$ cat config.mk
export PLATFORM = sky130hd
export DESIGN_NAME = rv64_instruction_decoder_top
export DESIGN_NICKNAME = d
export VERILOG_FILES = /design/src/hdl/rv64d_pkg.sv /design/src/hdl/rv64d_classify.sv /design/src/hdl/rv64_instruction_decoder_top.sv
export SDC_FILE = /design/constraint.sdc
export NUM_CORES = 1
export LEC_CHECK = 0
export ABC_AREA = 1
export BUFFER_PORTS_ARGS = -buffer_cell sky130_fd_sc_hd__buf_2
export CORE_UTILIZATION = 30
export DETAILED_ROUTE_END_ITERATION = 12
export PLACE_DENSITY_LB_ADDON = 0.1
export SETUP_SLACK_MARGIN = 0.02
export SLEW_MARGIN = 0
export SYNTH_ARGS = -nofsm -noshare
export SYNTH_HDL_FRONTEND = slang
export SYNTH_HIERARCHICAL = 1
export SYNTH_SLANG_ARGS = --single-unit
$ cat constraint.sdc
create_clock -name clk -period 35.7 [get_ports clk]
set_input_delay 8.925 -clock clk [delete_from_list [all_inputs] [get_ports clk]]
set_output_delay 8.925 -clock clk [all_outputs]
set_load 0.02 [all_outputs]
$ cat src/hdl/rv64d_pkg.sv
// Package for the RV64 instruction decoder: operation codes, opcodes, field helpers.
// No dependencies.
`default_nettype none
package rv64d_pkg;
	localparam logic [6:0] OPC_LUI    = 7'h37;
	localparam logic [6:0] OPC_AUIPC  = 7'h17;
	localparam logic [6:0] OPC_JAL    = 7'h6f;
	localparam logic [6:0] OPC_JALR   = 7'h67;
	localparam logic [6:0] OPC_BRANCH = 7'h63;
	localparam logic [6:0] OPC_LOAD   = 7'h03;
	localparam logic [6:0] OPC_STORE  = 7'h23;
	localparam logic [6:0] OPC_AMO    = 7'h2f;
	localparam logic [6:0] OPC_OPIMM  = 7'h13;
	localparam logic [6:0] OPC_OPIMM32 = 7'h1b;
	localparam logic [6:0] OPC_OP     = 7'h33;
	localparam logic [6:0] OPC_OP32   = 7'h3b;
	localparam logic [6:0] OPC_FLOAD  = 7'h07;
	localparam logic [6:0] OPC_FSTORE = 7'h27;
	localparam logic [6:0] OPC_FP     = 7'h53;
	localparam logic [6:0] OPC_SYSTEM = 7'h73;
	localparam logic [6:0] OPC_FENCE  = 7'h0f;

	localparam logic [31:0] WORD_ECALL  = 32'h00000073;
	localparam logic [31:0] WORD_EBREAK = 32'h00100073;

	localparam logic [7:0] OP_UNKNOWN = 8'd0;
	localparam logic [7:0] OP_LUI     = 8'd1;
	localparam logic [7:0] OP_AUIPC   = 8'd2;
	localparam logic [7:0] OP_JAL     = 8'd3;
	localparam logic [7:0] OP_JALR    = 8'd4;
	localparam logic [7:0] OP_BEQ     = 8'd5;
	localparam logic [7:0] OP_LB      = 8'd11;
	localparam logic [7:0] OP_SB      = 8'd18;
	localparam logic [7:0] OP_AMOADD_W = 8'd22;
	localparam logic [7:0] OP_ADDI    = 8'd28;
	localparam logic [7:0] OP_SRAI    = 8'd34;
	localparam logic [7:0] OP_ADDIW   = 8'd37;
	localparam logic [7:0] OP_SLLIW   = 8'd38;
	localparam logic [7:0] OP_SRLIW   = 8'd39;
	localparam logic [7:0] OP_SRAIW   = 8'd40;
	localparam logic [7:0] OP_ADD     = 8'd41;
	localparam logic [7:0] OP_ADDW    = 8'd59;
	localparam logic [7:0] OP_FLW     = 8'd77;
	localparam logic [7:0] OP_FSW     = 8'd79;
	localparam logic [7:0] OP_FADD_S  = 8'd81;
	localparam logic [7:0] OP_FADD_D  = 8'd104;
	localparam logic [7:0] OP_FCVT_S_D = 8'd127;
	localparam logic [7:0] OP_FCVT_D_S = 8'd128;
	localparam logic [7:0] OP_ECALL   = 8'd129;
	localparam logic [7:0] OP_EBREAK  = 8'd130;
	localparam logic [7:0] OP_FENCE   = 8'd131;

	typedef enum logic [2:0] {
		IMM_NONE, IMM_I, IMM_S, IMM_B, IMM_J, IMM_U, IMM_SH6, IMM_SH5
	} imm_kind_t;

	typedef struct packed {
		logic [7:0] op_code;
		imm_kind_t  imm_kind;
		logic       has_target;
		logic [1:0] ordering;
	} dec_ctl_t;

	function automatic logic [7:0] opimm_code(input logic [2:0] f3);
		logic [7:0] r;
		case (f3)
			3'd0: r = 8'd28;
			3'd1: r = 8'd29;
			3'd2: r = 8'd30;
			3'd3: r = 8'd31;
			3'd4: r = 8'd32;
			3'd5: r = 8'd33;
			3'd6: r = 8'd35;
			default: r = 8'd36;
		endcase
		return r;
	endfunction

	function automatic logic [4:0] op_idx(input logic [2:0] f3);
		logic [4:0] r;
		case (f3)
			3'd0: r = 5'd0;
			3'd1: r = 5'd2;
			3'd2: r = 5'd3;
			3'd3: r = 5'd4;
			3'd4: r = 5'd5;
			3'd5: r = 5'd6;
			3'd6: r = 5'd8;
			default: r = 5'd9;
		endcase
		return r;
	endfunction
endpackage
`default_nettype wire

$ cat src/hdl/rv64d_classify.sv
// Opcode classifier: maps a 32-bit word to operation code, immediate kind, target flag.
// Depends on rv64d_pkg.
`default_nettype none
module rv64d_classify import rv64d_pkg::*; (
	input  wire logic [31:0] word,
	output dec_ctl_t         ctl
);
	logic [6:0] opc;
	logic [2:0] f3;
	logic [6:0] f7;
	logic [4:0] rs2;
	logic [4:0] f5;
	logic [4:0] idx;
	logic       idx_ok;

	assign opc = word[6:0];
	assign f3  = word[14:12];
	assign f7  = word[31:25];
	assign rs2 = word[24:20];
	assign f5  = word[31:27];

	always_comb begin
		ctl = '{op_code: OP_UNKNOWN, imm_kind: IMM_NONE, has_target: 1'b0, ordering: 2'd0};
		idx = 5'd0;
		idx_ok = 1'b0;
		case (opc)
			OPC_LUI: begin
				ctl.op_code = OP_LUI; ctl.imm_kind = IMM_U;
			end
			OPC_AUIPC: begin
				ctl.op_code = OP_AUIPC; ctl.imm_kind = IMM_U;
			end
			OPC_JAL: begin
				ctl.op_code = OP_JAL; ctl.imm_kind = IMM_J; ctl.has_target = 1'b1;
			end
			OPC_JALR: begin
				ctl.op_code = OP_JALR; ctl.imm_kind = IMM_I;
			end
			OPC_BRANCH: begin
				if (f3 != 3'd2 && f3 != 3'd3) begin
					ctl.op_code = OP_BEQ + 8'((f3 < 3'd2) ? f3 : f3 - 3'd2);
					ctl.imm_kind = IMM_B; ctl.has_target = 1'b1;
				end
			end
			OPC_LOAD: begin
				if (f3 != 3'd7) begin
					ctl.op_code = OP_LB + 8'(f3); ctl.imm_kind = IMM_I;
				end
			end
			OPC_STORE: begin
				if (f3 < 3'd4) begin
					ctl.op_code = OP_SB + 8'(f3); ctl.imm_kind = IMM_S;
				end
			end
			OPC_AMO: begin
				if ((f5 == 5'd0 || f5 == 5'd2 || f5 == 5'd3) && (f3 == 3'd2 || f3 == 3'd3)) begin
					ctl.op_code = OP_AMOADD_W
						+ ((f5 == 5'd0) ? 8'd0 : (f5 == 5'd2) ? 8'd2 : 8'd4)
						+ ((f3 == 3'd3) ? 8'd1 : 8'd0);
					ctl.ordering = word[26:25];
				end
			end
			OPC_OPIMM: begin
				if (f3 == 3'd1 || f3 == 3'd5) begin
					ctl.imm_kind = IMM_SH6;
					ctl.op_code = (f3 == 3'd5 && word[30]) ? OP_SRAI : opimm_code(f3);
				end else begin
					ctl.imm_kind = IMM_I;
					ctl.op_code = opimm_code(f3);
				end
			end
			OPC_OPIMM32: begin
				if (f3 == 3'd0) begin
					ctl.op_code = OP_ADDIW; ctl.imm_kind = IMM_I;
				end else if (f3 == 3'd1) begin
					ctl.op_code = OP_SLLIW; ctl.imm_kind = IMM_SH5;
				end else if (f3 == 3'd5) begin
					ctl.op_code = (f7 == 7'h20) ? OP_SRAIW : OP_SRLIW;
					ctl.imm_kind = IMM_SH5;
				end
			end
			OPC_OP, OPC_OP32: begin
				if (f7 == 7'h01) idx = 5'd10 + 5'(f3);
				else if (f7 == 7'h20 && f3 == 3'd0) idx = 5'd1;
				else if (f7 == 7'h20 && f3 == 3'd5) idx = 5'd7;
				else idx = op_idx(f3);
				ctl.op_code = ((opc == OPC_OP32) ? OP_ADDW : OP_ADD) + 8'(idx);
			end
			OPC_FLOAD, OPC_FSTORE: begin
				if (f3 == 3'd2 || f3 == 3'd3) begin
					ctl.op_code = ((opc == OPC_FLOAD) ? OP_FLW : OP_FSW) + 8'(f3 - 3'd2);
					ctl.imm_kind = (opc == OPC_FLOAD) ? IMM_I : IMM_S;
				end
			end
			OPC_FP: begin
				case ({f7[6:1], 1'b0})
					7'h00: begin idx = 5'd0; idx_ok = 1'b1; end
					7'h04: begin idx = 5'd1; idx_ok = 1'b1; end
					7'h08: begin idx = 5'd2; idx_ok = 1'b1; end
					7'h0c: begin idx = 5'd3; idx_ok = 1'b1; end
					7'h2c: begin idx = 5'd4; idx_ok = 1'b1; end
					7'h10: begin
						idx = (f3 == 3'd0) ? 5'd5 : (f3 == 3'd1) ? 5'd6 : 5'd7;
						idx_ok = 1'b1;
					end
					7'h14: begin idx = (f3 == 3'd0) ? 5'd8 : 5'd9; idx_ok = 1'b1; end
					7'h50: begin
						idx = (f3 == 3'd2) ? 5'd10 : (f3 == 3'd1) ? 5'd11 : 5'd12;
						idx_ok = 1'b1;
					end
					7'h60: begin idx = 5'd13 + rs2; idx_ok = (rs2 < 5'd4); end
					7'h68: begin idx = 5'd17 + rs2; idx_ok = (rs2 < 5'd4); end
					7'h70: begin idx = 5'd21; idx_ok = (f3 == 3'd0); end
					7'h78: begin idx = 5'd22; idx_ok = (f3 == 3'd0); end
					7'h20: ctl.op_code = f7[0] ? OP_FCVT_D_S : OP_FCVT_S_D;
					default: ;
				endcase
				if (idx_ok)
					ctl.op_code = (f7[0] ? OP_FADD_D : OP_FADD_S) + 8'(idx);
			end
			OPC_SYSTEM: begin
				if (word == WORD_ECALL) ctl.op_code = OP_ECALL;
				else if (word == WORD_EBREAK) ctl.op_code = OP_EBREAK;
			end
			OPC_FENCE: ctl.op_code = OP_FENCE;
			default: ;
		endcase
	end
endmodule
`default_nettype wire

$ cat src/hdl/rv64_instruction_decoder_top.sv
// Top level of the RV64 instruction decoder: four-stage pipeline with a global stall.
// Depends on rv64d_pkg and rv64d_classify.
//
// channel  dir  fields (tdata low bit up)
// s_axis   in   instr_word[31:0] pc[95:32] bytes_available[98:96]
// m_axis   out  decoded known op_code dest_reg src1_reg src2_reg immediate has_target
//               target ordering (bits 0..124)
//
// One word per cycle unless m_axis stalls; four register stages (capture, classify and
// immediate, target add, output) lie between s_axis and m_axis.
// The 64-bit target add sets the stage depth. Reset clears all valid bits.
// A stall holds every stage; s_axis_tready drops whenever the output word waits.
`default_nettype none
module rv64_instruction_decoder_top import rv64d_pkg::*; (
	input  wire logic         clk,
	input  wire logic         arst_n,
	input  wire logic         s_axis_tvalid,
	output logic              s_axis_tready,
	input  wire logic [103:0] s_axis_tdata,  // instr_word, pc, bytes_available
	output logic              m_axis_tvalid,
	input  wire logic         m_axis_tready,
	output logic [127:0] m_axis_tdata  // decoded, known, op_code, dest_reg, src1_reg,
	                                    // src2_reg, immediate, has_target, target, ordering
);
	logic        adv;
	logic        v_s1, v_s2, v_s3;
	logic [31:0] w_s1;
	logic [63:0] pc_s1, pc_s2;
	logic        dec_s1, dec_s2, dec_s3;
	dec_ctl_t    ctl_s2, ctl_s3;
	dec_ctl_t    ctl_c;
	logic [32:0] imm_c, imm_s2, imm_s3;
	logic [14:0] regs_s2, regs_s3;
	logic [63:0] tgt_s3;
	logic [124:0] res_c;

	assign adv = !m_axis_tvalid || m_axis_tready;
	assign s_axis_tready = adv;

	rv64d_classify u_cls (.word(w_s1), .ctl(ctl_c));

	always_comb begin
		case (ctl_c.imm_kind)
			IMM_I:   imm_c = 33'($signed(w_s1[31:20]));
			IMM_S:   imm_c = 33'($signed({w_s1[31:25], w_s1[11:7]}));
			IMM_B:   imm_c = 33'($signed({w_s1[31], w_s1[7], w_s1[30:25], w_s1[11:8], 1'b0}));
			IMM_J:   imm_c = 33'($signed({w_s1[31], w_s1[19:12], w_s1[20], w_s1[30:21], 1'b0}));
			IMM_U:   imm_c = {1'b0, w_s1[31:12], 12'd0};
			IMM_SH6: imm_c = {27'd0, w_s1[25:20]};
			IMM_SH5: imm_c = {28'd0, w_s1[24:20]};
			default: imm_c = 33'd0;
		endcase
	end

	always_ff @(posedge clk or negedge arst_n) begin
		if (!arst_n) begin
			v_s1 <= 1'b0; v_s2 <= 1'b0; v_s3 <= 1'b0; m_axis_tvalid <= 1'b0;
		end else if (adv) begin
			v_s1 <= s_axis_tvalid;
			v_s2 <= v_s1;
			v_s3 <= v_s2;
			m_axis_tvalid <= v_s3;
		end
	end

	// stage 1: capture; stage 2: classify + immediate; stage 3: target; stage 4: output
	always_ff @(posedge clk) begin
		if (adv) begin
			w_s1   <= s_axis_tdata[31:0];
			pc_s1  <= s_axis_tdata[95:32];
			dec_s1 <= s_axis_tdata[98];
			pc_s2  <= pc_s1;
			dec_s2 <= dec_s1;
			ctl_s2 <= ctl_c;
			imm_s2 <= imm_c;
			regs_s2 <= {w_s1[24:20], w_s1[19:15], w_s1[11:7]};
			dec_s3 <= dec_s2;
			ctl_s3 <= ctl_s2;
			imm_s3 <= imm_s2;
			regs_s3 <= regs_s2;
			tgt_s3 <= ctl_s2.has_target ? pc_s2 + {{31{imm_s2[32]}}, imm_s2} : 64'd0;
			m_axis_tdata <= {3'd0, res_c};
		end
	end

	always_comb begin
		if (!dec_s3) res_c = '0;
		else res_c = {ctl_s3.ordering, tgt_s3, ctl_s3.has_target, imm_s3,
			regs_s3[14:10], regs_s3[9:5], regs_s3[4:0], ctl_s3.op_code,
			(ctl_s3.op_code != OP_UNKNOWN), 1'b1};
	end

`ifndef SYNTH
	a_unknown_clean: assert property (@(posedge clk) disable iff (!arst_n)
		(v_s3 && ctl_s3.op_code == OP_UNKNOWN) |-> (imm_s3 == 33'd0 && !ctl_s3.has_target))
		else $error("unknown op carries immediate or target");
	a_target_zero: assert property (@(posedge clk) disable iff (!arst_n)
		(v_s3 && !ctl_s3.has_target) |-> (tgt_s3 == 64'd0))
		else $error("target without has_target");
	a_hold: assert property (@(posedge clk) disable iff (!arst_n)
		(m_axis_tvalid && !m_axis_tready) |=> ($stable(m_axis_tdata) && m_axis_tvalid))
		else $error("output changed under stall");
`endif
endmodule
`default_nettype wire

==> out/summary.txt <==
Outcome -> finished, final reports clean
Largest family of logic cells by synthesized area -> simple AND/OR/NAND/NOR gates
VDD IR max -> 0.07442 mV
Final hold violation count -> 0
Commonest cells after routing, fill and taps aside -> nand2_1 (771), inv_1 (510), edfxtp_1 (470), buf_2 (227), nor2_1 (181)
Drt pass-1 iters -> 6
Wire per inst -> 18.32 um
# nets final -> 3046
Final HPWL DP -> 56.74 mm
CP peak stage delay -> 0.22 ns
Initial Utilization -> 30.43%
CTS max path bufs -> 3
Area Growth Syn to Fin -> 17.43%
Sequential area share after synthesis -> 58.94%
#FFs+latches synth -> 474
CTS Hold Bufs -> 0
Post-Syn Area -> 24120 um2
Chip height -> 285.5 um
PwrDens -> 82.98 nW/um2
Via count -> 17.58k
Clk pin slew, worst setup/hold paths -> 0.06 ns
Num rows -> 103
Fillers -> 8208
Synth area leader -> edfxtp_1
Initial DRC count -> 1094
Post-DRT Antenna Nets -> 0
Ys Warns -> 6
Clock sinks -> 474
Crit-path cells -> buf_2 > inv_1 > nand2_4 > buf_2
CP most frequent cell -> buf_2
Rel. slew slack -> 31.92%
Netlist cell types -> 48
Final worst path period share -> 51.62%
F_max -> 54.27 MHz
Vias in the first global route -> 17.76k
Largest cells by area after synthesis -> edfxtp_1 (59%), nand2_1 (12%), inv_1 (7.9%), ha_1 (4.4%), nor2_1 (2.8%)
Leading cell type in the layout, fill and taps excluded -> nand2_1
P_leak -> 13.88 nW
Tmin final -> 18.43 ns
Xor-xnor portion of the synthesized cell area -> 0.2542%
Compound-gate portion of the synthesized area -> 4.711%
Routed wire length -> 72.26 mm
Max-cap violation count -> 0
Grt ovf -> 0
Clock insertion delay at the later pin of the skew report -> 0.64 ns
Post-CTS Setup Bufs -> 0
Post-route DRC -> 0
Setup CP Type -> primary input to primary output
Initial antenna violation count -> 4
Max FO, Critical Path -> 15
Setup-failing EPs final -> 0
CTS tree -> done
Core area -> 79260 um2
TNS Setup -> 0 ns
Routability cong. -> 0.9051
Root Driver -> clkbuf_16
Largest net degree at the start of global routing -> 173
Crit path required time -> 26.77 ns
Critical path launch point type -> primary input
Simple-gate share of the synthesized area -> 22.41%
Share of cells above drive strength 1 -> 16.00%
Die width -> 285.5 um
Reg2reg setup slack -> 31.43 ns
Slew Viols, Final -> 0
Count of input and output buffers -> 227
WHS -> 0.4158 ns
Skew final -> 0.03704 ns
Hold Path Class -> flip-flop to flip-flop
First-pass GRT wire length -> 107.5 mm
Post-synthesis mux area share -> 0.09339%
Post-cts resize count -> 0
Post-synthesis cell count -> 2585
I/O pin count -> 238
Critical path arrival -> 9.50 ns
Pwr Total -> 2.350 mW
Gr usage total -> 17.63%
Synthesized-area fraction occupied by adder cells -> 4.742%
TritonCTS Buffers -> 55
Slowest-stage cell, CP -> nand2_4
Drt via density -> 4.457
RSZ-0062 raised after global routing -> no
Die area -> 81530 um2
Yosys top cell area share -> 58.52%
Least-Margin Pin Slew -> 1.021 ns
Syn_area_per_cell -> 9.330 um2
H-tree levels -> 2
Worst Setup End Kind -> primary output
## kinds of logic after synthesis
logic type,after synthesis
AOI/OAI and AO/OA,207
xor gates and xnor gates,7
adders and majority gates,89
buffers and inverters,558
DFF,474
muxes,2
other,1
and+or+nand+nor,1247
## synth_stat cells (all sizes together)
cell / number
o211ai: 4
nor3b: 2
nand2: 826
o21a: 2
mux2: 2
nand3b: 2
a21boi: 1
inv: 523
nor3: 24
a221oi: 1
o21bai: 6
or2: 4
o2111ai: 3
dfrtp: 4
nor2: 225
and2: 7
a21oi: 110
clkbuf: 20
xnor2: 6
conb: 1
nor4: 9
o21ai: 73
ha: 85
o22ai: 2
buf: 11
fa: 4
a211oi: 2
nand3: 118
nand4: 25
and3: 5
clkinv: 4
xor2: 1
o31ai: 1
edfxtp: 470
a22oi: 2
## final timing paths
kind                                startpoint              endpoint  depth (start not counted)
setup / recovery                 m_axis_tready         s_axis_tready                          4
setup reg to reg            w_s1[14]$_DFFE_PP_  imm_s2[25]$_DFFE_PP_                          9
min in group asynchronous               arst_n      v_s3$_DFFE_PN0P_                          1
hold / removal             pc_s1[32]$_DFFE_PP_   pc_s2[32]$_DFFE_PP_                          0
max in group asynchronous               arst_n      v_s2$_DFFE_PN0P_                          1
hold reg to reg            pc_s1[32]$_DFFE_PP_   pc_s2[32]$_DFFE_PP_                          0
## through the flow
step,area [um2],setup WS (ns),std cells,utilization (%)
floorplan,24120,7.742,2587,-
global placement,26510,17.24,3842,33.45
detailed placement,26510,17.24,3842,33.45
CTS,28320,17.24,3943,35.73
global route,28320,17.23,3943,35.73
finish,28320,17.27,3944,35.73
## cell type report
class | instances | area, um2 | area share (%)
sequential | 474 | 14210 | 50.19
timing repair buffer | 236 | 1216 | 4.294
multi-input combinational | 1555 | 7786 | 27.49
antenna | 1 | 2.502 | 0.008836
clock buffer | 67 | 1421 | 5.019
inverter | 527 | 1978 | 6.985
clock inverter | 34 | 387.9 | 1.370
tap | 1050 | 1314 | 4.639
## flip-flops by register name (all words and copies together) (netlist names), 15 cells and up
signal / flops
imm_s3: 33
regs_s2: 15
tgt_s3: 64
pc_s2: 64
imm_s2: 33
pc_s1: 64
m_axis_tdata: 125
regs_s3: 15
w_s1: 32
## layer usage
metal,track usage [%],vias to the layer above,part of all wire [%]
li1,-,8846,-
met1,23.31,8235,45
met2,29.98,401,48
met3,2.105,98,3.9
met4,5.628,0,2.9
met5,0,-,0
## where the power goes
group	switching [mW]	leakage, nW	internal [mW]	total, mW
Clock	0.233	0.874	0.328	0.561
Sequential	0.0853	4.99	0.866	0.951
Combinational	0.606	8.02	0.232	0.838
Total	0.924	13.9	1.43	2.35
## worst max-delay path, delay by kind of cell
| kind | cells | cell delay, ns |
|---|---|---|
| simple gates | 1 | 0.22 |
| buf+inv | 3 | 0.35 |
(Power assumes the default switching activity.)
